[src/design/ventilator_command_merge_macros.svh]
// Assertion macros for ventilator_command_merge.sv, which checks its own logic.
`ifndef VENTILATOR_COMMAND_MERGE_MACROS_SVH
`define VENTILATOR_COMMAND_MERGE_MACROS_SVH

// The consequent must hold in the same cycle as the antecedent.
`define VCM_ASSERT_NOW(label, ante, cons, msg) \
   label: assert property (@(posedge clock) disable iff (reset) (ante) |-> (cons)) \
      else $error(msg);

// The consequent must hold in the cycle after the antecedent.
`define VCM_ASSERT_NEXT(label, ante, cons, msg) \
   label: assert property (@(posedge clock) disable iff (reset) (ante) |=> (cons)) \
      else $error(msg);

`endif

[src/design/vcm_pkg.sv]
`timescale 1ns / 1ps

package vcm_pkg;

   localparam logic signed [7:0] KIV_MIN_OUTDOOR = 8'sd5;

   localparam int FF_KIV        = 0;
   localparam int FF_SOUND      = 1;
   localparam int FF_LED        = 2;
   localparam int FF_GATE       = 3;
   localparam int FF_MIXED      = 4;
   localparam int FF_ANTIFREEZE = 5;
   localparam int FF_AUTO_OK    = 6;

   localparam int PM_FAN    = 0;
   localparam int PM_POWER  = 1;
   localparam int PM_HEATER = 2;
   localparam int PM_TARGET = 3;
   localparam int PM_SOUND  = 4;
   localparam int PM_LED    = 5;
   localparam int PM_GATE   = 6;
   localparam int PM_AUTO   = 7;

   localparam int WARN_FAN        = 0;
   localparam int WARN_TEMP       = 1;
   localparam int WARN_ANTIFREEZE = 2;
   localparam int WARN_KIV        = 3;
   localparam int WARN_AUTO       = 4;

   localparam logic FUNC_COMMAND = 1'b0;
   localparam logic FUNC_REPORT  = 1'b1;

   localparam logic [1:0] CSR_FEATURE_FLAGS = 2'd0;
   localparam logic [1:0] CSR_MAX_FAN_LEVEL = 2'd1;
   localparam logic [1:0] CSR_MIN_SETPOINT  = 2'd2;
   localparam logic [1:0] CSR_MAX_SETPOINT  = 2'd3;

   localparam logic [1:0] GATE_OUTDOOR = 2'd0;
   localparam logic [1:0] GATE_INDOOR  = 2'd1;
   localparam logic [1:0] GATE_MIXED   = 2'd2;
   localparam logic [1:0] GATE_OTHER   = 2'd3;

   localparam logic [6:0]        RESET_FEATURE_FLAGS = 7'd0;
   localparam logic [3:0]        RESET_MAX_FAN_LEVEL = 4'd6;
   localparam logic signed [7:0] RESET_MIN_SETPOINT  = 8'sd0;
   localparam logic signed [7:0] RESET_MAX_SETPOINT  = 8'sd30;

   typedef struct packed {
      logic              func;
      logic [7:0]        present_mask;
      logic [3:0]        fan_level;
      logic              power_on;
      logic              heater_on;
      logic signed [7:0] setpoint;
      logic              sound_on;
      logic              led_on;
      logic [1:0]        gate_code;
      logic              auto_on;
      logic signed [7:0] outside_temp;
   } req_type;

   typedef struct packed {
      logic              power;
      logic              heater;
      logic [3:0]        fan_level;
      logic signed [7:0] setpoint;
      logic              sound;
      logic              led;
      logic [1:0]        gate;
      logic              auto_on;
      logic signed [7:0] outside_temp;
   } state_type;

   typedef struct packed {
      logic [6:0]        feature_flags;
      logic [3:0]        max_fan_level;
      logic signed [7:0] min_setpoint;
      logic signed [7:0] max_setpoint;
   } cfg_type;

   typedef struct packed {
      logic       we;
      logic [1:0] index;
      logic [7:0] wdata;
   } csr_type;

   typedef struct packed {
      logic              new_power;
      logic              new_heater;
      logic [3:0]        new_fan_level;
      logic signed [7:0] new_setpoint;
      logic              new_sound;
      logic              new_led;
      logic [1:0]        new_gate;
      logic              new_auto;
      logic              auto_source;
      logic [4:0]        warn_flags;
   } rsp_type;

endpackage

[src/design/ventilator_command_merge.sv]
`timescale 1ns / 1ps
// Channel  Ports                  Direction  Payload
// req      req_tvalid/tready      in         tdata 40 bits, tuser = func
// rsp      rsp_tvalid/tready      out        tdata 24 bits, tuser = auto_source
// csr      csr_we/index/wdata     in         four registers, write only
//
// An item waits in the input register and then sits in the result register.
// The block takes one item per cycle while the result register is not stalled.
// A stalled result holds the result register, and the input register then holds too.
// Reset clears the stored device state and loads the register defaults.
// A report item updates the stored state as it moves from the input register onward.

`include "ventilator_command_merge_macros.svh"

module ventilator_command_merge (
   input  logic        clock,
   input  logic        reset,
   input  logic        req_tvalid,
   output logic        req_tready,
   // present_mask, fan_level, power_on, heater_on, setpoint, sound_on, led_on,
   // gate_code, auto_on, outside_temp, zero pad
   input  logic [39:0] req_tdata,
   // func
   input  logic [0:0]  req_tuser,
   output logic        rsp_tvalid,
   input  logic        rsp_tready,
   // new_power, new_heater, new_fan_level, new_setpoint, new_sound, new_led,
   // new_gate, new_auto, warn_flags
   output logic [23:0] rsp_tdata,
   // auto_source
   output logic [0:0]  rsp_tuser,
   input  logic        csr_we,
   input  logic [1:0]  csr_index,
   input  logic [7:0]  csr_wdata
);

   vcm_pkg::req_type   item_ff, item_in;
   vcm_pkg::rsp_type   rsp_ff;
   vcm_pkg::rsp_type   rsp_in;
   vcm_pkg::state_type state;
   vcm_pkg::cfg_type   cfg;
   vcm_pkg::csr_type   csr;
   logic               in_valid_ff;
   logic               out_valid_ff;
   logic               advance;
   logic               take;

   assign advance    = in_valid_ff && (!out_valid_ff || rsp_tready);
   assign req_tready = !in_valid_ff || advance;
   assign take       = req_tvalid && req_tready;

   assign csr.we    = csr_we;
   assign csr.index = csr_index;
   assign csr.wdata = csr_wdata;

   always_comb begin
      item_in.func         = req_tuser[0];
      item_in.present_mask = req_tdata[7:0];
      item_in.fan_level    = req_tdata[11:8];
      item_in.power_on     = req_tdata[12];
      item_in.heater_on    = req_tdata[13];
      item_in.setpoint     = req_tdata[21:14];
      item_in.sound_on     = req_tdata[22];
      item_in.led_on       = req_tdata[23];
      item_in.gate_code    = req_tdata[25:24];
      item_in.auto_on      = req_tdata[26];
      item_in.outside_temp = req_tdata[34:27];
   end

   vcm_state u_state (
      .clock (clock),
      .reset (reset),
      .csr   (csr),
      .load  (advance),
      .item  (item_ff),
      .state (state),
      .cfg   (cfg)
   );

   vcm_merge u_merge (
      .item  (item_ff),
      .state (state),
      .cfg   (cfg),
      .rsp   (rsp_in)
   );

   always_ff @(posedge clock) begin
      if (reset) begin
         in_valid_ff  <= 1'b0;
         out_valid_ff <= 1'b0;
      end else begin
         if (req_tready) in_valid_ff <= req_tvalid;
         if (advance) begin
            out_valid_ff <= 1'b1;
         end else if (rsp_tready) begin
            out_valid_ff <= 1'b0;
         end
      end
   end

   always_ff @(posedge clock) begin
      if (take) item_ff <= item_in;
      if (advance) rsp_ff <= rsp_in;
   end

   assign rsp_tvalid = out_valid_ff;
   assign rsp_tdata  = {rsp_ff.warn_flags, rsp_ff.new_auto, rsp_ff.new_gate, rsp_ff.new_led,
                        rsp_ff.new_sound, rsp_ff.new_setpoint, rsp_ff.new_fan_level,
                        rsp_ff.new_heater, rsp_ff.new_power};
   assign rsp_tuser  = rsp_ff.auto_source;

   `VCM_ASSERT_NOW(a_ready_when_out_empty, !out_valid_ff, req_tready,
      "Input not ready although the result register is empty.")
   `VCM_ASSERT_NEXT(a_blocked_item_held, in_valid_ff && !advance, in_valid_ff,
      "Item lost from the input register while blocked.")
   `VCM_ASSERT_NEXT(a_advance_fills_out, advance, rsp_tvalid,
      "Item advanced but no result became valid.")
   `VCM_ASSERT_NEXT(a_report_no_warn, advance && item_ff.func == vcm_pkg::FUNC_REPORT,
      rsp_tdata[23:19] == 5'd0 && state.auto_on == rsp_tuser[0],
      "Report result carries warnings or does not match the loaded state.")

endmodule

[src/design/vcm_state.sv]
`timescale 1ns / 1ps

module vcm_state (
   input  logic               clock,
   input  logic               reset,
   input  vcm_pkg::csr_type   csr,
   input  logic               load,
   input  vcm_pkg::req_type   item,
   output vcm_pkg::state_type state,
   output vcm_pkg::cfg_type   cfg
);

   vcm_pkg::state_type state_ff, state_in;
   vcm_pkg::cfg_type   cfg_ff, cfg_in;

   always_comb begin
      state_in = state_ff;
      if (load && item.func == vcm_pkg::FUNC_REPORT) begin
         state_in.power        = item.power_on;
         state_in.heater       = item.heater_on;
         state_in.fan_level    = item.fan_level;
         state_in.setpoint     = item.setpoint;
         state_in.sound        = item.sound_on;
         state_in.led          = item.led_on;
         state_in.gate         = item.gate_code;
         state_in.auto_on      = item.auto_on;
         state_in.outside_temp = item.outside_temp;
      end
   end

   always_comb begin
      cfg_in = cfg_ff;
      if (csr.we) begin
         unique case (csr.index)
            vcm_pkg::CSR_FEATURE_FLAGS: cfg_in.feature_flags = csr.wdata[6:0];
            vcm_pkg::CSR_MAX_FAN_LEVEL: cfg_in.max_fan_level = csr.wdata[3:0];
            vcm_pkg::CSR_MIN_SETPOINT:  cfg_in.min_setpoint  = csr.wdata;
            vcm_pkg::CSR_MAX_SETPOINT:  cfg_in.max_setpoint  = csr.wdata;
            default:                    cfg_in = cfg_ff;
         endcase
      end
   end

   always_ff @(posedge clock) begin
      if (reset) begin
         state_ff <= '0;
         cfg_ff.feature_flags <= vcm_pkg::RESET_FEATURE_FLAGS;
         cfg_ff.max_fan_level <= vcm_pkg::RESET_MAX_FAN_LEVEL;
         cfg_ff.min_setpoint  <= vcm_pkg::RESET_MIN_SETPOINT;
         cfg_ff.max_setpoint  <= vcm_pkg::RESET_MAX_SETPOINT;
      end else begin
         state_ff <= state_in;
         cfg_ff   <= cfg_in;
      end
   end

   assign state = state_ff;
   assign cfg   = cfg_ff;

endmodule

[src/design/vcm_merge.sv]
`timescale 1ns / 1ps

module vcm_merge (
   input  vcm_pkg::req_type   item,
   input  vcm_pkg::state_type state,
   input  vcm_pkg::cfg_type   cfg,
   output vcm_pkg::rsp_type   rsp
);

   always_comb begin
      logic       has_pwr;
      logic       has_gate;
      logic       auto_req;
      logic       pwr;
      logic       p;
      logic [1:0] gate;
      logic [1:0] g;
      logic       n_power;
      logic       n_heater;
      logic [3:0] n_fan;
      logic [7:0] n_tgt;
      logic       n_sound;
      logic       n_led;
      logic [1:0] n_gate;
      logic       n_auto;
      logic       src;
      logic [4:0] warn;
      logic [6:0] ff;

      ff       = cfg.feature_flags;
      has_pwr  = item.present_mask[vcm_pkg::PM_POWER];
      has_gate = item.present_mask[vcm_pkg::PM_GATE];
      auto_req = item.present_mask[vcm_pkg::PM_AUTO] && item.auto_on;
      pwr      = item.power_on;
      gate     = item.gate_code;
      g        = gate;
      p        = 1'b0;
      n_power  = state.power;
      n_heater = state.heater;
      n_fan    = state.fan_level;
      n_tgt    = state.setpoint;
      n_sound  = state.sound;
      n_led    = state.led;
      n_gate   = state.gate;
      n_auto   = state.auto_on;
      warn     = '0;

      if (item.func == vcm_pkg::FUNC_REPORT) begin
         n_power  = item.power_on;
         n_heater = item.heater_on;
         n_fan    = item.fan_level;
         n_tgt    = item.setpoint;
         n_sound  = item.sound_on;
         n_led    = item.led_on;
         n_gate   = item.gate_code;
         n_auto   = item.auto_on;
         src      = item.auto_on;
      end else begin
         if (item.present_mask[vcm_pkg::PM_AUTO] && state.auto_on != item.auto_on) begin
            if (item.auto_on && !ff[vcm_pkg::FF_AUTO_OK]) begin
               n_auto = 1'b0;
               warn[vcm_pkg::WARN_AUTO] = 1'b1;
            end else begin
               n_auto = item.auto_on;
            end
            if (n_auto) begin
               has_gate = 1'b1;
               gate     = vcm_pkg::GATE_OUTDOOR;
            end
         end
         src = n_auto;

         if (item.present_mask[vcm_pkg::PM_FAN]) begin
            priority if (item.fan_level == 4'd0 && !ff[vcm_pkg::FF_KIV]) begin
               p = has_pwr ? pwr : state.power;
               if (p) begin
                  has_pwr = 1'b1;
                  pwr     = 1'b0;
               end
            end else if (item.fan_level > cfg.max_fan_level) begin
               warn[vcm_pkg::WARN_FAN] = 1'b1;
            end else begin
               if (state.fan_level != item.fan_level) begin
                  n_fan = item.fan_level;
                  if (!auto_req) n_auto = 1'b0;
               end
            end
         end

         if (has_pwr && state.power != pwr) begin
            n_power = pwr;
            if (!auto_req && !pwr) n_auto = 1'b0;
         end

         if (item.present_mask[vcm_pkg::PM_HEATER]) n_heater = item.heater_on;

         if (item.present_mask[vcm_pkg::PM_TARGET] && state.setpoint != item.setpoint)
         begin
            if (item.setpoint < cfg.min_setpoint ||
                item.setpoint > cfg.max_setpoint) begin
               warn[vcm_pkg::WARN_TEMP] = 1'b1;
            end else begin
               n_tgt = item.setpoint;
            end
         end

         if (ff[vcm_pkg::FF_SOUND] && item.present_mask[vcm_pkg::PM_SOUND])
            n_sound = item.sound_on;
         if (ff[vcm_pkg::FF_LED] && item.present_mask[vcm_pkg::PM_LED])
            n_led = item.led_on;

         if (ff[vcm_pkg::FF_GATE] && has_gate) begin
            g = gate;
            priority if (gate == vcm_pkg::GATE_INDOOR) begin
               n_heater = 1'b0;
            end else if (gate == vcm_pkg::GATE_MIXED) begin
               if (!ff[vcm_pkg::FF_MIXED]) g = state.gate;
            end else begin
               if (gate != vcm_pkg::GATE_OUTDOOR) g = state.gate;
            end
            if (state.gate != g) begin
               n_gate = g;
               if (!auto_req && g != vcm_pkg::GATE_OUTDOOR) n_auto = 1'b0;
            end
         end

         if (ff[vcm_pkg::FF_ANTIFREEZE] && n_power && !n_heater && state.outside_temp[7])
         begin
            n_heater = 1'b1;
            warn[vcm_pkg::WARN_ANTIFREEZE] = 1'b1;
         end

         if (ff[vcm_pkg::FF_KIV] && n_power && n_fan == 4'd0) begin
            if (state.outside_temp < vcm_pkg::KIV_MIN_OUTDOOR || n_heater) begin
               n_power = 1'b0;
               warn[vcm_pkg::WARN_KIV] = 1'b1;
            end
         end
      end

      rsp.new_power     = n_power;
      rsp.new_heater    = n_heater;
      rsp.new_fan_level = n_fan;
      rsp.new_setpoint  = n_tgt;
      rsp.new_sound     = n_sound;
      rsp.new_led       = n_led;
      rsp.new_gate      = n_gate;
      rsp.new_auto      = n_auto;
      rsp.auto_source   = src;
      rsp.warn_flags    = warn;
   end

endmodule

[config.mk]
export PLATFORM = sky130hd
export DESIGN_NAME = ventilator_command_merge
export DESIGN_NICKNAME = d
export VERILOG_FILES = /design/src/design/vcm_pkg.sv /design/src/design/ventilator_command_merge.sv /design/src/design/vcm_state.sv /design/src/design/vcm_merge.sv
export VERILOG_INCLUDE_DIRS = /design/src /design/src/design
export SDC_FILE = /design/constraint.sdc
export NUM_CORES = 1
export LEC_CHECK = 0
export BUFFER_PORTS_ARGS = -buffer_cell sky130_fd_sc_hd__buf_2
export CAP_MARGIN = 20
export CORE_MARGIN = 3
export CORE_UTILIZATION = 40
export CTS_BUF_LIST = sky130_fd_sc_hd__clkbuf_4
export CTS_CLUSTER_DIAMETER = 50
export DETAILED_ROUTE_END_ITERATION = 6
export PLACE_DENSITY_LB_ADDON = 0.08
export RECOVER_POWER = 100
export REMOVE_ABC_BUFFERS = 1
export SLEW_MARGIN = 10
export SYNTH_ARGS = -nofsm -noshare
export SYNTH_HDL_FRONTEND = slang
export SYNTH_SLANG_ARGS = --single-unit
export TNS_END_PERCENT = 1
[constraint.sdc]
create_clock -name clock -period 2.65 [get_ports clock]
set_clock_uncertainty 0.2 [all_clocks]
set_input_delay 0.53 -clock clock [delete_from_list [all_inputs] [get_ports clock]]
set_output_delay 0.53 -clock clock [all_outputs]
set_load 0.005 [all_outputs]
Yosys cells after proc, flatten, opt, wreduce, memory -nomap -nowiden:

Cells that the tools add are included.

* bits in registers: 117
* bits of input ports: 56
* output and inout bits: 27
* word-level logic and storage cells: 174

* order comparisons: 4
* eq/ne operators: 10
* multiplexer cells: 72
* bitwise gates (word level): 4
* reduce and logical (&&, ||, !) cells: 44

Operator list (count)
* 2-to-1 mux 1 bit: 51
* 2-to-1 mux 2 bit: 12
* 2-to-1 mux 4 bit: 6
* 2-to-1 mux 8 bit: 3
* logical AND 1 bit: 19
* > comparator 8 bit: 1
* zero test 4 bit: 2
* less-than comparator 8 x 4 -> 1 bit (second input constant): 1
* less-than comparator 8 bit: 1
* inequality test 8 bit: 1
* AND reduction 2 bit: 4
* zero test 1 bit: 7
* equality test 2 bit (second input constant): 3
* nonzero test 2 bit: 3
* OR reduction 2 bit: 3
* equality test 2 x 1 -> 1 bit (second input constant): 2
* > comparator 4 bit: 1
* logical OR 1 bit: 4
* inequality test 4 bit: 1
* NOT 1 bit: 4
* OR reduction 3 bit: 1
* zero test 2 bit: 1
* inequality test 1 bit: 2
* inequality test 2 bit: 1

Depth between registers and ports, before layout:

Gate-level depths: netlist of run 1.

* depth in word-level cells: 21
* gate-level depth with buffers: 7
* gate-level depth less buffers: 7

By module:

Synthesis of run 1 repeated with hierarchy kept, for this count alone.

* cells, all modules: 471
* area total of the unflattened synthesis: 5555.3 sq um

Modules (own cells, without submodules)
* vcm_state: instances 1, cells an instance 226, area each 2341.0 sq um, seq. area each 1081.0 sq um
* ventilator_command_merge: instances 1, cells an instance 71, area each 1935.6 sq um, seq. area each 1871.8 sq um
* vcm_merge: instances 1, cells an instance 174, area each 1278.7 sq um, seq. area each 0.0 sq um

Worst setup path after synthesis of run 1:

Ideal clock, no wire load.

* path kind: reg-to-reg
* start point: reg item_ff[20] (netlist bit)
* end point: reg rsp_ff, in the netlist rsp_tdata[11] (data pin)
* library setup time: 260 ps
* data arrival time: 1963 ps
* required time: 2190 ps
* path slack: 227 ps
* cell stages (with the launch flop): 7
* path buffers: 0
* period minus slack after synthesis: 2423 ps
* cell sequence: edfxtp_1 > ha_1 > nor4b_1 > nand2_1 > o32ai_2 > a41oi_4 > mux2_4

RTL lines
* start: declaration: RTL line ventilator_command_merge.sv:37 `vcm_pkg::req_type item_ff, item_in;`
* start signal: assignment: RTL line ventilator_command_merge.sv:102 `if (take) item_ff <= item_in;`
* end signal: assignment: RTL line ventilator_command_merge.sv:103 `if (advance) rsp_ff <= rsp_in;`
* end: declaration: RTL line ventilator_command_merge.sv:38 `vcm_pkg::rsp_type rsp_ff;`

==> results summary, run 1 <==
The run finished with clean final reports. Prior to clock tree synthesis, the placed netlist has a worst setup slack of 0.0655 ns. The maximum clock insertion buffer count is 2. The maximum fanout count along the critical path is 8. The clock insertion delay at the later pin of the skew report is 0.52 ns. Setup violations remaining at the end of the flow were counted as 0. The required time reported for the critical path endpoint came out at 2.71 ns. The vias per cell is 4.86. Walking the worst path, the cells encountered are ha_1, a2111oi_4, o211ai_2, a41oi_4, buf_12, mux2_2. The share of total power in the clock network came out at 36.8%.

The power density over cell area came out at 611 nW/µm². The count of state elements after synthesis came out at 117. The share of the clock period used by the worst path is 96.7%.

The commonest cells after synthesis are nand2_1, edfxtp_1, dfxtp_1, a21oi_1, nor2_1. The tightest min-delay check is of the input port to flop type. At the pin with the least slew margin, the transition time is 1.33 ns.

The clock period minus final worst setup slack came out at 2.56 ns. The placeable core region came out at 12200 µm². The hold violation total from the final report was 0. The number of slew-limit violations in the final report came to 0. The global-route total usage across every layer is 16.7%. The cell-internal power came out at 2.95 mW. The share of cells above drive strength 1 is 20.9%.

The number of antenna violations at the first check in global routing is 0. The hold path startpoint is req_tvalid. The share of synthesized flip-flops with an asynchronous set or reset came out at 0%. The timing-limited maximum frequency is 390 MHz. The pin count of the biggest net entering global routing came out at 37. The slowest stage of the critical path belongs to the cell edfxtp_1.

The number of detailed-routing iterations run before antenna repair came out at 4. The total congestion overflow came out at 0. The share of the synthesized area in the top cell type came out at 36.4%. The sequential share of the synthesized area came out at 58.6%.

Among all cell types in the netlist, the one instantiated most often is nand2_1. Measured along the y axis, the die boundary spans 118 µm. Among all flip-flop cells after synthesis, the most frequent one is edfxtp_1. The number of cells produced by synthesis is 450.

The worst ir drop on vdd came out at 0.303 mV. STA classifies the critical path endpoint as a flop. The standard-cell row count came out at 40. The worst setup path is of the flop to flop kind. The final RePlAce weighted congestion is 0.813. The global-route wire length before repair is 18.0 mm. The die area came out at 14000 µm². After synthesis, the mean cell area works out to 11.2 µm². The CTS tree is done. Synthesis instantiated 51 different standard cells from the library. The detailed-route wire length per cell is 14.4 µm. The post-synthesis instance area is 5040 µm². The combinational group share of total power is 10.2%.

The smallest setup slack after layout is 0.0868 ns. The maximum cell stage delay along the critical path is 0.51 ns. The total number of clock tree sinks came out at 117. TritonCTS created 17 clock buffers. The total of buffers placed on input and output ports came out at 77. The tree is rooted in a clkbuf_4. Measured against its own limit, the worst slew margin works out to 11.3%. The initial utilization of the core area, before any placement, comes to 41.4%. The total power after layout is 3.88 mW.

Summed over all cells, the static leakage comes to 2.53 nW. The layout net count came out at 655. The reported net switching power came out at 0.927 mW. The final layout contains routed wiring with a total length of 11.0 mm. The I/O pin count is 83. The tool flagged a number of max-cap violations equal to 0. The switching power share of the total came out at 23.9%. The clock tree synthesis step divided the H-tree into 4 levels.

Tracing the worst setup path back leads to its startpoint at item_ff[14]. By area the synthesized netlist is led by edfxtp_1, dfxtp_1, nand2_1. The number of enable flip-flop cells after synthesis came out at 61. The DRC violation total after the first TritonRoute iteration is 208. In this run the horizontal extent of the chip is 118 µm. Registers are responsible for 53.0% of the overall power. At the worst endpoint, the arrival time is 2.63 ns. edfxtp_1 takes more of the synthesized area than any other cell. The worst setup path is launched from a flop.

The clock transition at the register clock pins on the worst setup and hold paths after CTS is 0.10 ns. Once detailed placement completed, the half-perimeter wirelength came to 7.66 mm. The count of nets left with antenna violations after detail routing came out at 0. The beginning of the worst register-to-register path is item_ff[14]. The yosys synthesis warning count came out at 0. The area growth from synthesis to layout is 26.0%. The via count is 3697. The number of global-route vias before repair is 3711. The number of design rule violations left after detail routing came out at 0. The diode insertion count for antenna repair came out at 0.
==> path summary, 6_finish.rpt <==
check	to	slack, ns	cells past startpoint
worst max-delay path	rsp_tdata[8]	0.09	6
worst min-delay path	in_valid_ff	0.05	3
worst max register to register	rsp_tdata[8]	0.09	6
worst min register to register	u_state.state[2]	0.26	2
==> logic make-up after synthesis <==
kind of cell	share of synthesized area [%]
compound gates	10.9
xor+xnor	2.09
fa+ha+maj	4.72
buf+inv	3.01
flops	58.6
mux	7.28
simple gates	13.4
==> stage by stage <==
step                utilization, %  hold WS (ns)  setup TNS [ns]  cells  area, µm²
global placement              46.7         0.238               0    691       5670
CTS                           52.2      0.000230               0    759       6350
finish                        52.2        0.0515               0    761       6350
floorplan                        -         0.227               0    434       4970
global route                  52.2       0.00894       -0.000915    761       6350
detailed placement            46.7         0.244               0    691       5670
==> flip-flops by register name (all words and copies together) (netlist names) <==
signal	count
u_state.state	27
rsp_tuser	1
in_valid_ff	1
item_ff	36
rsp_tdata	24
rsp_tvalid	1
u_state.cfg	27
==> per-layer routing <==
layer  track usage (%)  vias up  wire (µm)
li1                  -     1868          -
met1              19.6     1701       4730
met2              27.5      109       5290
met3              5.45       19        679
met4              8.13        0        279
met5                 0        -          0
==> repair_timing <==
| action | CTS | global route |
|---|---|---|
| buffers inserted | 0 | 1 |
| hold buffers | 36 | 1 |
| endpoints found under the hold margin | 36 | 1 |
| setup endpoints to repair | 0 | 8 |
| gates resized for setup | 0 | 3 |
==> cells in the final DEF (no fill, tap or decap), drive strengths merged, types with 2 or more instances in the layout <==
| cell type | n |
|---|---|
| a211o | 4 |
| a211oi | 3 |
| a21boi | 2 |
| a21oi | 41 |
| and2 | 3 |
| and3 | 4 |
| buf | 68 |
| bufinv | 4 |
| clkbuf | 40 |
| clkinv | 6 |
| clkinvlp | 2 |
| dfxtp | 56 |
| dlygate4sd3 | 37 |
| edfxtp | 61 |
| ha | 19 |
| inv | 26 |
| mux2 | 15 |
| mux2i | 19 |
| nand2 | 71 |
| nand2b | 6 |
| nand3 | 5 |
| nand3b | 2 |
| nor2 | 32 |
| nor2b | 6 |
| nor3 | 2 |
| nor3b | 3 |
| nor4 | 5 |
| nor4b | 2 |
| o21a | 2 |
| o21ai | 15 |
| o31a | 2 |
| or4 | 2 |
| xor2 | 12 |
==> critical path: cells and delay by family, from the launching register on <==
kind	cells	cell delay [ns]
flops	1	0.51
compound gates	3	0.73
mux	1	0.34
fa+ha+maj	1	0.37
buf+inv	1	0.16
==> cell type report <==
cell class,count,area (µm²)
fillers,1118,5820
inverters,24,90.1
flip-flops and latches,117,2950
well taps,168,210
repair buffers,127,826
clock inverters,14,181
multi-input cells,293,1950
clock buffers,18,135
==> power groups by stage <==
stage               clock network [mW]  logic, mW  registers, mW
floorplan                            0      0.203           2.09
global placement                     0      0.350           2.09
detailed placement                   0      0.358           2.10
CTS                               1.48      0.400           2.05
global route                      1.56      0.446           2.07
finish                            1.43      0.396           2.05
Power figures use the tool's default switching activity.
==> run 2: changes to the inputs <==
Settings changed: CORE_UTILIZATION 40 to 45, GPL_ROUTABILITY_DRIVEN set to 0, PLACE_DENSITY set to 0.74, PLACE_DENSITY_LB_ADDON 0.08 to unset.
==> run 2 against run 1 <==
  * Register-to-register slack improved by 0.02 ns
  * Utilization is 6.7 points higher
  * Setup slack improved by 0.024 ns
  * Cell count fell by 4.3%
  * Via count about the same
  * Highest routed layer unchanged
  * First-iteration DRC count decreased by 44%
  * Fmax up 0.95%
  * Total power is 5.9% lower
  * Global-route usage grew 0.91 points
  * Final area decreased by 1.7%
==> results summary, run 2 (synthesis gave the netlist of run 1 again) <==
The clock transition at the register clock pins on the worst setup and hold paths after CTS is 0.10 ns (about the same). The count of nets left with antenna violations after detail routing came out at 0 (unchanged). Counting flops per register, the top entry is item_ff. The power density over cell area came out at 585 nW/µm² (-4.3%). The portion of total power attributed to sequential cells came out at 56.4% (+3.4 points). In this run the critical register-to-register path is captured at rsp_tdata[13]. The area growth from synthesis to final layout is 23.9%. The area of placed instances came out at 5610 µm² (-1.1%). The diode insertion count for antenna repair is 0 (unchanged). The share of the clock period used by the worst path came out at 95.8% (-0.91 points). The number of cells on the worst reg-to-reg path came out at 7 (+1). The final wirelength came out at 10.8 mm (-1.6%). The slew at the pin closest to its max-slew limit is 1.13 ns (-0.203 ns). The worst setup path is launched from a flop. The final standard cell area without fillers came out at 6240 µm² (-1.7%). The total negative slack came to 0 ns (unchanged).

The number of design rule violations left after detail routing is 0 (unchanged). The reported net switching power is 0.891 mW (-3.9%). The startpoint identified for the worst hold timing path is req_tvalid. The I/O pin count came out at 83 (unchanged).

The relative slew slack came out at 24.8% (+14 points). The cell-internal power is 2.76 mW (-6.5%). The pin count of the biggest net entering global routing came out at 57 (+54%). The number of detailed-routing iterations run before antenna repair was 5 (+1). The starting utilization of the core area came out at 47.5% (+6.1 points). Leaving out fill and tap cells, the most frequent cell in the layout is nand2_1.

The flow ran to the end, and the final reports show no timing, DRC or antenna violations. The worst setup path is captured at a flop. The placeable core region came out at 10600 µm² (-13%).

The via count is 3694 (-0.081%). TritonCTS built the clock tree. On the critical path, the stage with the largest delay is an instance of edfxtp_1. The standard-cell row count is 37 (-7.5%). The level count of the clock H-tree is 4 (unchanged). The maximum clock insertion buffer count was 2 (unchanged).

The worst register-to-register path begins at item_ff[18]. The required time reported for the critical path endpoint came out at 2.70 ns (about the same). In the layout the commonest cells are nand2_1, buf_2, edfxtp_1. Setup repair after global routing left no endpoint under its margin. The flip-flop count of the largest register, all copies and words added is 36 (unchanged). The die outline width is 112 µm (-5.4%). The number of slew-limit violations in the final report came out at 0 (unchanged). The tree is rooted in a clkbuf_4. The critical path arrival came out at 2.58 ns (-0.05 ns). The number of antenna violations at the first check in global routing is 0 (unchanged). The leakage dissipation came out at 2.50 nW (-1.3%). The global-route wire length before repair came out at 17.5 mm (-2.4%). Traced cell by cell, the critical path runs through ha_1, nand4_1, a21oi_1, o32ai_4, a41oi_4, buf_12, mux2_2. The switching power share of the total is 24.4% (+0.52 points).

The number of max-cap violations is 0 (unchanged). The vias per cell is 5.07 (+4.4%). The detailed-route wire length per cell is 14.8 µm (+2.9%). The worst hold path stage count is 3 (unchanged). The critical path class is flop to flop. The share of total power in the clock network is 32.7% (-4.1 points). The clock insertion delay at the later pin of the skew report is 0.50 ns (-0.02 ns). The maximum cell stage delay along the critical path is 0.51 ns (about the same). The total of buffers placed on input and output ports is 77 (unchanged).

The hold violation total from the final report is 0 (unchanged). The timing-limited maximum frequency is 394 MHz (+0.95%). The HPWL after detailed placement was 7.28 mm (-4.9%). The worst ir drop on vdd came out at 0.389 mV (+28%). The number of global-route vias before repair came to 3723 (+0.32%). The number of buffers created by CTS came out at 17 (unchanged). The count of final setup violators is 0 (unchanged).

The share of cells above drive strength 1 came to 20.6% (-0.30 points). The maximum fanout count along the critical path is 8 (unchanged). The clock period minus final worst setup slack was 2.54 ns (-0.0242 ns).

The min-delay analysis places its worst path in the category input port to flop. The global-route total usage across every layer came out at 17.6% (+0.91 points). The combinational group share of total power came out at 10.9% (+0.7 points). The layout net count is 654 (-0.15%).

The worst hold path terminates at in_valid_ff. The total number of clock tree sinks is 117 (unchanged). The total congestion overflow is 0 (unchanged).

The vertical die dimension was 112 µm (-5.4%). The die area is 12500 µm² (-11%). The DRC violation total after the first TritonRoute iteration came out at 117 (-44%). The slack of the worst reg-to-reg path was 0.11 ns (+0.02 ns).
[run 2: changes by cell type in the layout (fill, tap and decap cells not counted), sizes merged]
| cell | change |
|---|---|
| bufinv | -2 |
| clkbuf | +1 |
| dlygate4sd3 | -1 |
| inv | -2 |
| clkinv | +3 |
[run 2: worst max-delay path by stage]
stage,end,slack (ns),from,cells past startpoint
after floorplan,u_state.state[0],0.22,rsp_tready,5
after detailed placement,rsp_tdata[11],0.06,item_ff[20],6
after global placement,rsp_tdata[13],0.12,item_ff[15],6
after global routing,rsp_tdata[7],0.01,item_ff[15],7
after CTS,rsp_tdata[13],0.05,item_ff[17],6
final,rsp_tdata[13],0.11,item_ff[18],7
[run 2: area by class of cell]
cell class / count / area [µm²]
clock buffer: 19 / 143
clock inverter: 13 / 115
fill: 857 / 4360
inverter: 24 / 90.1
multi-input combinational: 293 / 1950
sequential: 117 / 2950
tap: 136 / 170
timing repair buffer: 126 / 818
[run 2: power by group through the flow]
stage	Sequential (mW)	Clock [mW]	Combinational [mW]
2_1_floorplan	2.09	0	0.203
3_3_place_gp	2.09	0	0.338
3_5_place_dp	2.09	0	0.351
4_1_cts	2.05	1.23	0.392
5_1_grt	2.07	1.31	0.443
6_report	2.06	1.19	0.398
[run 2: what timing repair did]
| item | in CTS | in global routing |
|---|---|---|
| endpoints found under the setup margin | 0 | 8 |
| setup buffers | 0 | 2 |
| endpoints found under the hold margin | 34 | 2 |
| resized for setup | 0 | 3 |
| hold buffers | 34 | 2 |
[run 2: stage by stage]
| step | total power, mW | instances | hold slack, ns | utilization [%] | setup slack, ns |
|---|---|---|---|---|---|
| floorplan | 2.29 | 434 | 0.227 | - | 0.217 |
| global placement | 2.43 | 658 | 0.238 | 52.9 | 0.124 |
| detailed placement | 2.45 | 658 | 0.247 | 52.9 | 0.0562 |
| CTS | 3.67 | 724 | 0.00559 | 58.6 | 0.0526 |
| global route | 3.82 | 728 | 0.0513 | 58.8 | 0.0134 |
| finish | 3.65 | 728 | 0.0760 | 58.8 | 0.111 |
[run 2: worst max-delay path: cells and delay by family (launching register included)]
kind / cells / cell delay (ns)
compound gates: 3 / 0.60
fa+ha+maj: 1 / 0.37
buf+inv: 1 / 0.16
flops: 1 / 0.51
mux: 1 / 0.34
simple gates: 1 / 0.12
[run 2: per-layer routing]
metal	global-route usage, %	vias to the layer above	share of wire (%)
li1	-	1862	-
met1	21.1	1711	44
met2	30.1	111	49
met3	5.38	10	6.1
met4	6.08	0	1.1
met5	0	-	0
